`config.mk`:
```
export PLATFORM = sky130hd
export DESIGN_NAME = terminal_cursor_tracker_top
export DESIGN_NICKNAME = d
export VERILOG_FILES = /design/src/rtl/tct_pkg.sv /design/src/rtl/tct_ctrl.sv /design/src/rtl/tct_datapath.sv /design/src/rtl/terminal_cursor_tracker_top.sv
export SDC_FILE = /design/constraint.sdc
export NUM_CORES = 1
export LEC_CHECK = 0
export BUFFER_PORTS_ARGS = -buffer_cell sky130_fd_sc_hd__buf_2
export CORE_ASPECT_RATIO = 1.1
export CORE_MARGIN = 1.5
export CORE_UTILIZATION = 45
export CTS_CLUSTER_SIZE = 25
export DETAILED_ROUTE_END_ITERATION = 16
export GPL_TIMING_DRIVEN = 0
export SYNTH_ARGS = -nofsm -noshare
export SYNTH_HDL_FRONTEND = slang
export SYNTH_SLANG_ARGS = --single-unit
```
`constraint.sdc`:
```
create_clock -name clock -period 3.8 [get_ports clock]
set_input_delay 0.76 -clock clock [delete_from_list [all_inputs] [get_ports clock]]
set_output_delay 0.76 -clock clock [all_outputs]
set_load 0.01 [all_outputs]
```
`src/rtl/tct_pkg.sv`:
```
// Shared constants and types for the terminal cursor tracker.
package tct_pkg;

   localparam int COORD_BITS_DEFAULT = 8;

   localparam int CHAR_BITS      = 8;
   localparam int CSR_INDEX_BITS = 8;
   localparam int CSR_DATA_BITS  = 8;
   localparam int TAB_BITS       = 5;
   localparam int MODE_BITS      = 2;

   localparam logic [CHAR_BITS-1:0] CHR_BS       = 8'd8;
   localparam logic [CHAR_BITS-1:0] CHR_TAB      = 8'd9;
   localparam logic [CHAR_BITS-1:0] CHR_LF       = 8'd10;
   localparam logic [CHAR_BITS-1:0] CHR_FF       = 8'd12;
   localparam logic [CHAR_BITS-1:0] CHR_CR       = 8'd13;
   localparam logic [CHAR_BITS-1:0] CHR_PRINT_LO = 8'd32;
   localparam logic [CHAR_BITS-1:0] CHR_PRINT_HI = 8'd126;

   localparam logic [CSR_INDEX_BITS-1:0] REG_MAX_COLUMNS      = 8'd0;
   localparam logic [CSR_INDEX_BITS-1:0] REG_MAX_ROWS         = 8'd1;
   localparam logic [CSR_INDEX_BITS-1:0] REG_TAB_WIDTH        = 8'd2;
   localparam logic [CSR_INDEX_BITS-1:0] REG_LINE_ENDING_MODE = 8'd3;

   localparam logic [MODE_BITS-1:0] MODE_LF   = 2'd0;
   localparam logic [MODE_BITS-1:0] MODE_CR   = 2'd1;
   localparam logic [MODE_BITS-1:0] MODE_CRLF = 2'd2;

   localparam logic [7:0]           RST_MAX_COLUMNS = 8'd80;
   localparam logic [7:0]           RST_MAX_ROWS    = 8'd24;
   localparam logic [TAB_BITS-1:0]  RST_TAB_WIDTH   = 5'd8;
   localparam logic [MODE_BITS-1:0] RST_MODE        = MODE_CRLF;

   // controller -> datapath
   typedef struct packed {
      logic load;      // capture item, seed divider
      logic div_step;  // one restoring-divide step
      logic mul;       // quotient times tab width
      logic commit;    // update cursor, load output register
   } dp_cmd_type;

   // datapath -> controller
   typedef struct packed {
      logic is_tab;    // item on req_tdata is a tab
   } dp_status_type;

endpackage

```
`src/rtl/tct_ctrl.sv`:
```
// Sequencer for the cursor tracker: handshakes, divide step count, output valid.
module tct_ctrl #(
   parameter int COORD_BITS = tct_pkg::COORD_BITS_DEFAULT
) (
   input  logic                   clock,
   input  logic                   reset,
   input  logic                   req_tvalid,
   output logic                   req_tready,
   output logic                   rsp_tvalid,
   input  logic                   rsp_tready,
   input  tct_pkg::dp_status_type status,
   output tct_pkg::dp_cmd_type    cmd
);

   localparam int DIV_BITS = COORD_BITS + 1;
   localparam int CNT_BITS = $clog2(DIV_BITS);
   localparam logic [CNT_BITS-1:0] CNT_LAST = CNT_BITS'(DIV_BITS - 1);

   typedef enum logic [1:0] {
      ST_IDLE,
      ST_DIV,
      ST_MUL,
      ST_COMMIT
   } state_type;

   state_type           state_ff, state_in;
   logic [CNT_BITS-1:0] cnt_ff, cnt_in;
   logic                rsp_valid_ff, rsp_valid_in;
   logic                accept;
   logic                out_free;

   assign req_tready = (state_ff == ST_IDLE);
   assign rsp_tvalid = rsp_valid_ff;
   assign accept     = req_tvalid && req_tready;
   assign out_free   = !rsp_valid_ff || rsp_tready;

   always_comb begin
      state_in     = state_ff;
      cnt_in       = cnt_ff;
      rsp_valid_in = rsp_valid_ff;
      cmd          = '0;
      if (rsp_valid_ff && rsp_tready) begin
         rsp_valid_in = 1'b0;
      end
      case (state_ff)
         ST_IDLE: begin
            if (accept) begin
               cmd.load = 1'b1;
               cnt_in   = '0;
               state_in = status.is_tab ? ST_DIV : ST_COMMIT;
            end
         end
         ST_DIV: begin
            cmd.div_step = 1'b1;
            cnt_in       = cnt_ff + 1'b1;
            if (cnt_ff == CNT_LAST) begin
               state_in = ST_MUL;
            end
         end
         ST_MUL: begin
            cmd.mul  = 1'b1;
            state_in = ST_COMMIT;
         end
         ST_COMMIT: begin
            if (out_free) begin
               cmd.commit   = 1'b1;
               rsp_valid_in = 1'b1;
               state_in     = ST_IDLE;
            end
         end
         default: begin
            state_in = ST_IDLE;
         end
      endcase
   end

   always_ff @(posedge clock) begin
      if (reset) begin
         state_ff     <= ST_IDLE;
         cnt_ff       <= '0;
         rsp_valid_ff <= 1'b0;
      end else begin
         state_ff     <= state_in;
         cnt_ff       <= cnt_in;
         rsp_valid_ff <= rsp_valid_in;
      end
   end

endmodule

```
`src/rtl/tct_datapath.sv`:
```
// Cursor state, configuration registers, tab divider and output register.
module tct_datapath #(
   parameter int COORD_BITS = tct_pkg::COORD_BITS_DEFAULT
) (
   input  logic                                  clock,
   input  logic                                  reset,
   input  tct_pkg::dp_cmd_type                   cmd,
   output tct_pkg::dp_status_type                status,
   input  logic [tct_pkg::CHAR_BITS-1:0]         req_char,
   input  logic                                  csr_write,
   input  logic [tct_pkg::CSR_INDEX_BITS-1:0]    csr_index,
   input  logic [tct_pkg::CSR_DATA_BITS-1:0]     csr_data,
   output logic [7:0]                            rsp_row,
   output logic [7:0]                            rsp_column
);

   localparam int DIV_BITS = COORD_BITS + 1;
   localparam int TB       = tct_pkg::TAB_BITS;

   logic [7:0]                      max_cols_ff;
   logic [7:0]                      max_rows_ff;
   logic [TB-1:0]                   tab_ff;
   logic [tct_pkg::MODE_BITS-1:0]   mode_ff;

   logic [COORD_BITS-1:0] col_ff, col_in;
   logic [COORD_BITS-1:0] row_ff, row_in;
   logic [tct_pkg::CHAR_BITS-1:0] char_ff;
   logic [DIV_BITS-1:0]   div_ff;
   logic [TB-1:0]         rem_ff;
   logic [DIV_BITS-1:0]   tab_col_ff;
   logic [7:0]            out_row_ff, out_col_ff;

   logic [7:0]            cols_eff, rows_eff;
   logic [TB-1:0]         tab_eff;
   logic [TB:0]           trial;
   logic                  qbit;
   logic [DIV_BITS+TB-1:0] product;

   logic [COORD_BITS-1:0] dec_col;
   logic [DIV_BITS-1:0]   wrap_col;
   logic                  wrap_en;
   logic                  adv;

   assign cols_eff = (max_cols_ff == '0) ? 8'd1 : max_cols_ff;
   assign rows_eff = (max_rows_ff == '0) ? 8'd1 : max_rows_ff;
   assign tab_eff  = (tab_ff == '0) ? TB'(1) : tab_ff;

   assign status.is_tab = (req_char == tct_pkg::CHR_TAB);

   // restoring divide: remainder stays below the divisor
   assign trial   = {rem_ff, div_ff[DIV_BITS-1]};
   assign qbit    = (trial >= {1'b0, tab_eff});
   assign product = div_ff * tab_eff;

   assign dec_col = col_ff - 1'b1;

   always_comb begin
      col_in   = col_ff;
      row_in   = row_ff;
      wrap_en  = 1'b0;
      wrap_col = tab_col_ff;
      adv      = 1'b0;
      case (char_ff)
         tct_pkg::CHR_BS: begin
            if (dec_col == '0) begin
               col_in = COORD_BITS'(cols_eff);
               if (row_ff > COORD_BITS'(1)) begin
                  row_in = row_ff - 1'b1;
               end
            end else begin
               col_in = dec_col;
            end
         end
         tct_pkg::CHR_TAB: begin
            wrap_en  = 1'b1;
            wrap_col = tab_col_ff;
         end
         tct_pkg::CHR_LF: begin
            if (mode_ff != tct_pkg::MODE_CR) begin
               col_in = COORD_BITS'(1);
            end
            adv = 1'b1;
         end
         tct_pkg::CHR_FF: begin
            col_in = COORD_BITS'(1);
            row_in = COORD_BITS'(1);
         end
         tct_pkg::CHR_CR: begin
            col_in = COORD_BITS'(1);
            if (mode_ff != tct_pkg::MODE_LF) begin
               adv = 1'b1;
            end
         end
         default: begin
            if (char_ff inside {[tct_pkg::CHR_PRINT_LO:tct_pkg::CHR_PRINT_HI]}) begin
               wrap_en  = 1'b1;
               wrap_col = DIV_BITS'(col_ff) + 1'b1;
            end
         end
      endcase
      if (wrap_en) begin
         if (wrap_col >= DIV_BITS'(cols_eff)) begin
            col_in = COORD_BITS'(1);
            adv    = 1'b1;
         end else begin
            col_in = wrap_col[COORD_BITS-1:0];
         end
      end
      if (adv && (DIV_BITS'(row_ff) < DIV_BITS'(rows_eff))) begin
         row_in = row_ff + 1'b1;
      end
   end

   always_ff @(posedge clock) begin
      if (reset) begin
         max_cols_ff <= tct_pkg::RST_MAX_COLUMNS;
         max_rows_ff <= tct_pkg::RST_MAX_ROWS;
         tab_ff      <= tct_pkg::RST_TAB_WIDTH;
         mode_ff     <= tct_pkg::RST_MODE;
         col_ff      <= COORD_BITS'(1);
         row_ff      <= COORD_BITS'(1);
      end else begin
         if (csr_write) begin
            case (csr_index)
               tct_pkg::REG_MAX_COLUMNS:      max_cols_ff <= csr_data;
               tct_pkg::REG_MAX_ROWS:         max_rows_ff <= csr_data;
               tct_pkg::REG_TAB_WIDTH:        tab_ff      <= csr_data[TB-1:0];
               tct_pkg::REG_LINE_ENDING_MODE: mode_ff <= csr_data[tct_pkg::MODE_BITS-1:0];
               default: ;
            endcase
         end
         if (cmd.commit) begin
            col_ff <= col_in;
            row_ff <= row_in;
         end
      end
   end

   always_ff @(posedge clock) begin
      if (cmd.load) begin
         char_ff <= req_char;
         div_ff  <= DIV_BITS'(col_ff) + DIV_BITS'(tab_eff) - 1'b1;
         rem_ff  <= '0;
      end
      if (cmd.div_step) begin
         rem_ff <= qbit ? TB'(trial - {1'b0, tab_eff}) : trial[TB-1:0];
         div_ff <= {div_ff[DIV_BITS-2:0], qbit};
      end
      if (cmd.mul) begin
         tab_col_ff <= product[DIV_BITS-1:0];
      end
      if (cmd.commit) begin
         out_row_ff <= 8'(row_in);
         out_col_ff <= 8'(col_in);
      end
   end

   assign rsp_row    = out_row_ff;
   assign rsp_column = out_col_ff;

endmodule

```
`src/rtl/terminal_cursor_tracker_top.sv`:
```
// Top level of the terminal cursor tracker.
// Each byte taken on req_ updates a 1-based cursor row and column and one item
// with both comes back on rsp_. One byte is in work at a time. A tab goes
// through the restoring divider, which rounds the column up to a multiple of
// the tab width one quotient bit per cycle, and then a multiply before the
// commit; every other byte goes straight to the commit. A new byte is taken
// while the last result still waits on rsp_, but its commit waits until rsp_
// is free. Configuration writes on csr_ are always taken (csr_ready is tied
// high) and belong in idle periods; indexes above 3 are ignored.
module terminal_cursor_tracker_top #(
   parameter int COORD_BITS = tct_pkg::COORD_BITS_DEFAULT
) (
   input  logic                               clock,
   input  logic                               reset,
   // req_tdata: [7:0] char_code
   input  logic                               req_tvalid,
   output logic                               req_tready,
   input  logic [7:0]                         req_tdata,
   // rsp_tdata: [7:0] cursor_row, [15:8] cursor_column
   output logic                               rsp_tvalid,
   input  logic                               rsp_tready,
   output logic [15:0]                        rsp_tdata,
   input  logic                               csr_valid,
   output logic                               csr_ready,
   input  logic [tct_pkg::CSR_INDEX_BITS-1:0] csr_index,
   input  logic [tct_pkg::CSR_DATA_BITS-1:0]  csr_data
);

   tct_pkg::dp_cmd_type    cmd;
   tct_pkg::dp_status_type status;
   logic [7:0]             row_out, col_out;

   assign csr_ready = 1'b1;
   assign rsp_tdata = {col_out, row_out};

   tct_ctrl #(
      .COORD_BITS(COORD_BITS)
   ) u_ctrl (
      .clock      (clock),
      .reset      (reset),
      .req_tvalid (req_tvalid),
      .req_tready (req_tready),
      .rsp_tvalid (rsp_tvalid),
      .rsp_tready (rsp_tready),
      .status     (status),
      .cmd        (cmd)
   );

   tct_datapath #(
      .COORD_BITS(COORD_BITS)
   ) u_datapath (
      .clock      (clock),
      .reset      (reset),
      .cmd        (cmd),
      .status     (status),
      .req_char   (req_tdata),
      .csr_write  (csr_valid && csr_ready),
      .csr_index  (csr_index),
      .csr_data   (csr_data),
      .rsp_row    (row_out),
      .rsp_column (col_out)
   );

   // one byte in work at a time
   a_one_at_a_time: assert property (@(posedge clock) disable iff (reset)
      req_tvalid && req_tready |=> !req_tready)
      else $error("req_tready high right after an accepted item");

   // a result only appears after the block stopped taking input
   a_rsp_after_work: assert property (@(posedge clock) disable iff (reset)
      $rose(rsp_tvalid) |-> $past(!req_tready))
      else $error("rsp_tvalid rose without an item in work");

   // no two of load, divide step, multiply and commit coincide
   a_cmd_exclusive: assert property (@(posedge clock) disable iff (reset)
      $countones({cmd.load, cmd.div_step, cmd.mul, cmd.commit}) <= 1)
      else $error("more than one datapath command at once");

endmodule
```
---- Yosys cells after proc, flatten, opt, wreduce, memory -nomap -nowiden ----
Cells that the tools add are included.
operators by class
  add/subtract/negate cells ............... 8
  $mul .................................... 1
  order comparisons ....................... 6
  eq/ne operators ......................... 17
  mux-type cells .......................... 41
  reduce and logical (&&, ||, !) cells .... 24
operator list
  operator                                                            count
  2-to-1 mux 8 bit                                                    9
  == test 8 x 4 -> 1 bit (second input constant)                      6
  2-to-1 mux 9 bit                                                    4
  logical NOT 8 bit                                                   4
  one-hot mux 8 bit (3 select lines)                                  1
  2-to-1 mux 5 bit                                                    4
  == test 8 x 2 -> 1 bit (second input constant)                      2
  one-hot mux 8 bit (2 select lines)                                  1
  subtractor 8 x 1 -> 8 bit (second input constant)                   2
  2-to-1 mux 1 bit                                                    13
  AND reduction 2 bit                                                 5
  adder 8 x 1 -> 9 bit (second input constant)                        1
  adder 8 x 5 -> 9 bit                                                1
  greater-or-equal comparator 9 x 8 -> 1 bit                          1
  multiplier 9 x 5 -> 9 bit                                           1
  subtractor 9 x 1 -> 9 bit (second input constant)                   1
  adder 8 x 1 -> 8 bit (second input constant)                        1
  == test 8 x 1 -> 1 bit (second input constant)                      1
  greater-or-equal comparator 8 x 6 -> 1 bit (second input constant)  1
  > comparator 8 x 1 -> 1 bit (second input constant)                 1
  less-or-equal comparator 8 x 7 -> 1 bit (second input constant)     1
  < comparator 8 bit                                                  1
  2-to-1 mux 2 bit                                                    4
  one-hot mux 2 bit (4 select lines)                                  1
  other kinds (21)                                                    30
storage, ports and cells
  bits in registers ....................... 93
  input bits .............................. 29
  word-level logic and storage cells ...... 112

---- Depth between registers and ports, before layout ----
  word-level depth ........................ 9
  mapped depth ............................ 17

---- By module ----
A second synthesis with hierarchy kept.
second synthesis, totals
  cell total of the unflattened synthesis .. 763
  area total of the unflattened synthesis .. 6896.6 um^2
modules (own cells, without submodules)
  module                       instances  cells each  area an instance (um^2)  seq. area each (um^2)
  tct_datapath                 1          711         6433.7                   2192.1
  tct_ctrl                     1          50          451.7                    140.1
  terminal_cursor_tracker_top  1          2           11.3                     0.0

---- Worst setup path after synthesis ----
Ideal clock, no wire load.
  path type ............................... register to register
  from .................................... reg u_datapath.char_ff[1] (netlist name)
  to ...................................... reg u_datapath.out_row_ff[7] (netlist: u_datapath.rsp_row[7]), data pin
  setup time .............................. 0.259 ns
  arrival time ............................ 3.407 ns
  setup slack ............................. 0.134 ns
  cell stages (with the launch flop) ...... 14
  cells stage by stage .................... edfxtp_1 > clkbuf_1 > and4_1 > a211o_1 > clkbuf_1 > mux2_2 > ha_1 > a2111oi_0 > o31a_1 > nand2_1 > o21a_1 > buf_2 > mux2_2 > a211o_1
between the ends
  word-level cells in the longest chain between the ends .. 9
  elaborated cells on any way between the ends .. 21
  those cells by class .................... 3 x order compare; 5 x eq/ne; 9 x mux; 4 x reduce/logical
RTL lines
  what                                                                                                          line                 source
  start: declaration                                                                                            tct_datapath.sv:27   logic [tct_pkg::CHAR_BITS-1:0] char_ff;
  start signal: assignment                                                                                      tct_datapath.sv:141  char_ff <= req_char;
  greater-or-equal comparator 8 x 6 -> 1 bit / less-or-equal comparator 8 x 7 -> 1 bit (equally long branches)  tct_datapath.sv:95   if (char_ff inside {[tct_pkg::CHR_PRINT_LO:tct_pkg::CHR_PRINT_HI]}) begin
  logical AND 1 bit                                                                                             tct_datapath.sv:95
  2-to-1 mux 9 bit                                                                                              tct_datapath.sv:95
  2-to-1 mux 9 bit                                                                                              tct_datapath.sv:63   case (char_ff)
  greater-or-equal comparator 9 x 8 -> 1 bit                                                                    tct_datapath.sv:102  if (wrap_col >= DIV_BITS'(cols_eff)) begin
  2-to-1 mux 1 bit                                                                                              tct_datapath.sv:102
  2-to-1 mux 1 bit                                                                                              tct_datapath.sv:101  if (wrap_en) begin
  logical AND 1 bit                                                                                             tct_datapath.sv:109  if (adv && (DIV_BITS'(row_ff) < DIV_BITS'(rows_eff))) begin
  2-to-1 mux 8 bit (*)                                                                                          tct_datapath.sv:109
  via u_datapath.row_in[7]                                                                                      tct_datapath.sv:26   logic [COORD_BITS-1:0] row_ff, row_in;
  end signal: assignment                                                                                        tct_datapath.sv:153  out_row_ff <= 8'(row_in);
  end: declaration                                                                                              tct_datapath.sv:31   logic [7:0] out_row_ff, out_col_ff;
The timed path passes the listed nets; every way through them passes the cells marked *.
A chain may end at the register's enable or synchronous reset.

---- Worst setup path in the final report ----
Ends and elaborated chain as after synthesis.

==> impl_metrics.json <==
{
  "crit_family": "compound AO/OA/AOI/OAI gates",
  "clkSinkCount": 93,
  "path_cells": "and4_1 > a211o_4 > buf_4 > mux2_2 > ha_4 > a2111oi_4 > o31a_1 > nand2_1 > o21a_1 > clkbuf_4 > mux2_2 > a211o_1",
  "yosys.area_share.adder": 0.156,
  "initial_core_util": 0.466,
  "die_y_um": 132,
  "groute.usage.overall": 0.235,
  "fillers": 1375,
  "synthDistinctLibCells": 82,
  "syn-num-nets": 842,
  "drt-pass1-iter-count": 5,
  "crit_path_max_incr_delay_ps": 420,
  "vias": 5587,
  "hp-start": "u_datapath.max_cols_ff[1]",
  "io_pins": 48,
  "placedCellCount": 976,
  "multi_input_area_um2": 4070,
  "final_nets": 903,
  "required_ps": 3890,
  "cts_buffers": 9,
  "seqCellArea_um2": 2330,
  "status": "completed",
  "cts-root-buf": "clkbuf_16",
  "synthTopCellsByCount": "76 x inv_1, 65 x nor2_1, 59 x ha_1",
  "r2r_slack_ps": 100,
  "die_width_um": 120,
  "synth_top_area_cell": "edfxtp_1",
  "synth_compound_area_frac": 0.156,
  "post-synth-top-count-cell": "inv_1",
  "layout.cells.non_filler": 996,
  "whs_path_depth": 2,
  "cp_common_cell": "mux2_2",
  "setup_viol": 0,
  "grt_pass1_vias": 5713,
  "synth_area_leaders": "edfxtp_1 21%, dfxtp_1 14%, ha_1 11%, fa_1 4.7%, mux2i_1 4.3%",
  "cellPowerDensity_nw_per_um2": 602,
  "wire_per_inst_um": 18.1,
  "r2r-start": "u_datapath.char_ff[1]",
  "tightestPinTransition_ps": 1020,
  "clk_latency_ps": 350,
  "ys.flop_type": "edfxtp_1",
  "rows": 46,
  "worstSetupPathType": "flip-flop to flip-flop",
  "slew-limit-headroom": 0.311,
  "rr_endpoint": "u_datapath.rsp_row[7]",
  "fin_crit_ps": 3700,
  "clock_path_buffers": 2,
  "cp_max_fo": 10,
  "slowest_stage": "edfxtp_1",
  "drc": 0,
  "worst_hold_path.endpoint": "u_datapath.max_cols_ff[1]",
  "max_cap_violations": 0,
  "synth_top_family_by_area": "simple AND/OR/NAND/NOR gates",
  "cts_tree": "yes",
  "fmax_mhz": 270,
  "routed_wl_um": 18000,
  "skew_ps": 7.99,
  "postCtsHoldBufs": 0,
  "ant_nets": 0,
  "critical_path_arrival_ps": 3790,
  "reg2reg_depth": 12,
  "routed_via_density": 5.61,
  "antenna_found_initial": 0,
  "async_reset_ff_frac": 0,
  "grt_first_pass_wirelength_um": 29000,
  "diodes": 0,
  "io_buffer_count": 46,
  "clk_pin_slew_worst_paths_ps": 70,
  "finalCritPeriodShare": 0.974,
  "critPathBufInv": 2,
  "worst_setup_path_start_kind": "flip-flop",
  "grt_max_degree": 26,
  "die_area_um2": 15800,
  "ys.warnings.count": 0,
  "core_area_um2": 14600,
  "grt_overflow": 0,
  "yosys-mux-area-fraction": 0.0549,
  "h-tree-depth": 3,
  "synthXorXnorAreaFrac": 0.0400,
  "yosysTopAreaCellShare": 0.208,
  "min-delay-path-class": "flip-flop to flip-flop",
  "area_growth_pct": 13.4,
  "synth-seq-area-share": 0.344,
  "ys_ff_latch": 93,
  "final_core_util": 0.529,
  "dp_hpwl_um": 13700,
  "yosys.area_share.simple": 0.184,
  "worstSetupPathDepth": 12,
  "syn_inst": 738,
  "place_congestion": 0.882,
  "finish.instance_area_um2": 7700,
  "synth_edf_count": 47,
  "leakagePower_nw": 3.28,
  "slew_viol_final": 0,
  "netlist_area_um2": 6790,
  "drive_gt1_frac": 0.134,
  "vdd_drop_max_uv": 378,
  "final_hold_viol_count": 0,
  "avgSynthCellArea_um2": 9.20,
  "place_area_um2": 7260,
  "drtIter0Drc": 290,
  "cp-end-kind": "flip-flop"
}
[how the worst max path moves through the flow]
stage	startpoint	slack, ps	endpoint
floorplan	u_datapath.char_ff[1]	130	u_datapath.rsp_row[7]
global placement	u_datapath.char_ff[1]	-460	u_datapath.rsp_row[7]
detailed placement	u_datapath.char_ff[1]	-510	u_datapath.rsp_row[7]
CTS	u_datapath.char_ff[1]	20	u_datapath.rsp_row[7]
global route	u_datapath.char_ff[1]	-10	u_datapath.rsp_row[7]
finish	u_datapath.char_ff[1]	100	u_datapath.rsp_row[7]
[worst min-delay path: cells and delay by family (launching register included)]
family / cells / cell delay [ps]
flip-flops: 1 / 330
multiplexers: 1 / 70
AND/OR/NAND/NOR: 1 / 70
[layer usage]
metal / wire length [um] / track usage
met1: 7370 / 0.270
met2: 9180 / 0.411
met3: 774 / 0.0519
met4: 714 / 0.115
met5: 0 / 0
[placed cells by master, fill, tap and decap left out, types with 5 or more instances in the layout]
master	n
inv_1	76
fa_1	16
buf_2	50
nand3_1	14
buf_4	7
nand4_1	6
xnor2_1	24
ha_1	58
nor2_1	63
o21ai_0	29
a21oi_1	30
and2_1	25
clkbuf_16	9
o211ai_1	5
a31oi_1	5
xor2_1	7
nor4_1	10
nand2b_1	11
edfxtp_1	47
dfxtp_1	45
o21a_1	6
o21bai_1	5
nor3_1	16
nand2_1	56
a211o_1	5
a21o_1	8
mux2i_1	28
and3_1	13
mux2_2	6
clkbuf_1	18
[area by class of cell]
| class | instances | share of cell area |
|---|---|---|
| clock buffer | 9 | 0.0293 |
| inverter | 79 | 0.0385 |
| timing repair buffer | 51 | 0.0348 |
| clock inverter | 7 | 0.0148 |
| sequential | 93 | 0.303 |
| multi-input combinational | 535 | 0.529 |
| tap | 192 | 0.0312 |
| buffer | 30 | 0.0193 |
[repair_timing]
| action | 4_1_cts | 5_1_grt |
|---|---|---|
| resized for setup | 6 | 11 |
| pin swaps | 1 | 2 |
| endpoints found under the setup margin | 23 | 18 |
| buffers inserted | 4 | 1 |
[where the power goes]
part           switching (W)  internal [W]
combinational        0.00125      0.000809
clock               0.000396      0.000640
sequential          0.000186       0.00136
total                0.00183       0.00281
[stage by stage]
| step | hold slack [ps] | setup WS, ps | power (W) | TNS (ps) |
|---|---|---|---|---|
| final | 495 | 97.7 | 0.00463 | 0 |
| after CTS | 497 | 20.1 | 0.00459 | 0 |
| after floorplan | 460 | 134 | 0.00296 | 0 |
| after detailed placement | 481 | -509 | 0.00351 | -5890 |
| after global routing | 525 | -12.0 | 0.00493 | -12.0 |
| after global placement | 480 | -458 | 0.00345 | -4690 |
[cells by family after synthesis]
kind of cell,Yosys count
AOI/OAI and AO/OA,148
xor gates and xnor gates,31
adders and majority gates,75
buffers and inverters,110
DFF,93
muxes,36
other,1
and+or+nand+nor,244
[registers in the layout, summed over array words and instances (netlist names), 4 cells and up]
| register | cells |
|---|---|
| u_datapath.tab_ff | 5 |
| u_datapath.max_rows_ff | 8 |
| u_datapath.rsp_column | 8 |
| u_ctrl.cnt_ff | 4 |
| u_datapath.col_ff | 8 |
| u_datapath.char_ff | 8 |
| u_datapath.tab_col_ff | 9 |
| u_datapath.rsp_row | 8 |
| u_datapath.max_cols_ff | 8 |
| u_datapath.row_ff | 8 |
| u_datapath.div_ff | 9 |
| u_datapath.rem_ff | 5 |
No activity file was read; power rests on OpenSTA's default activity.
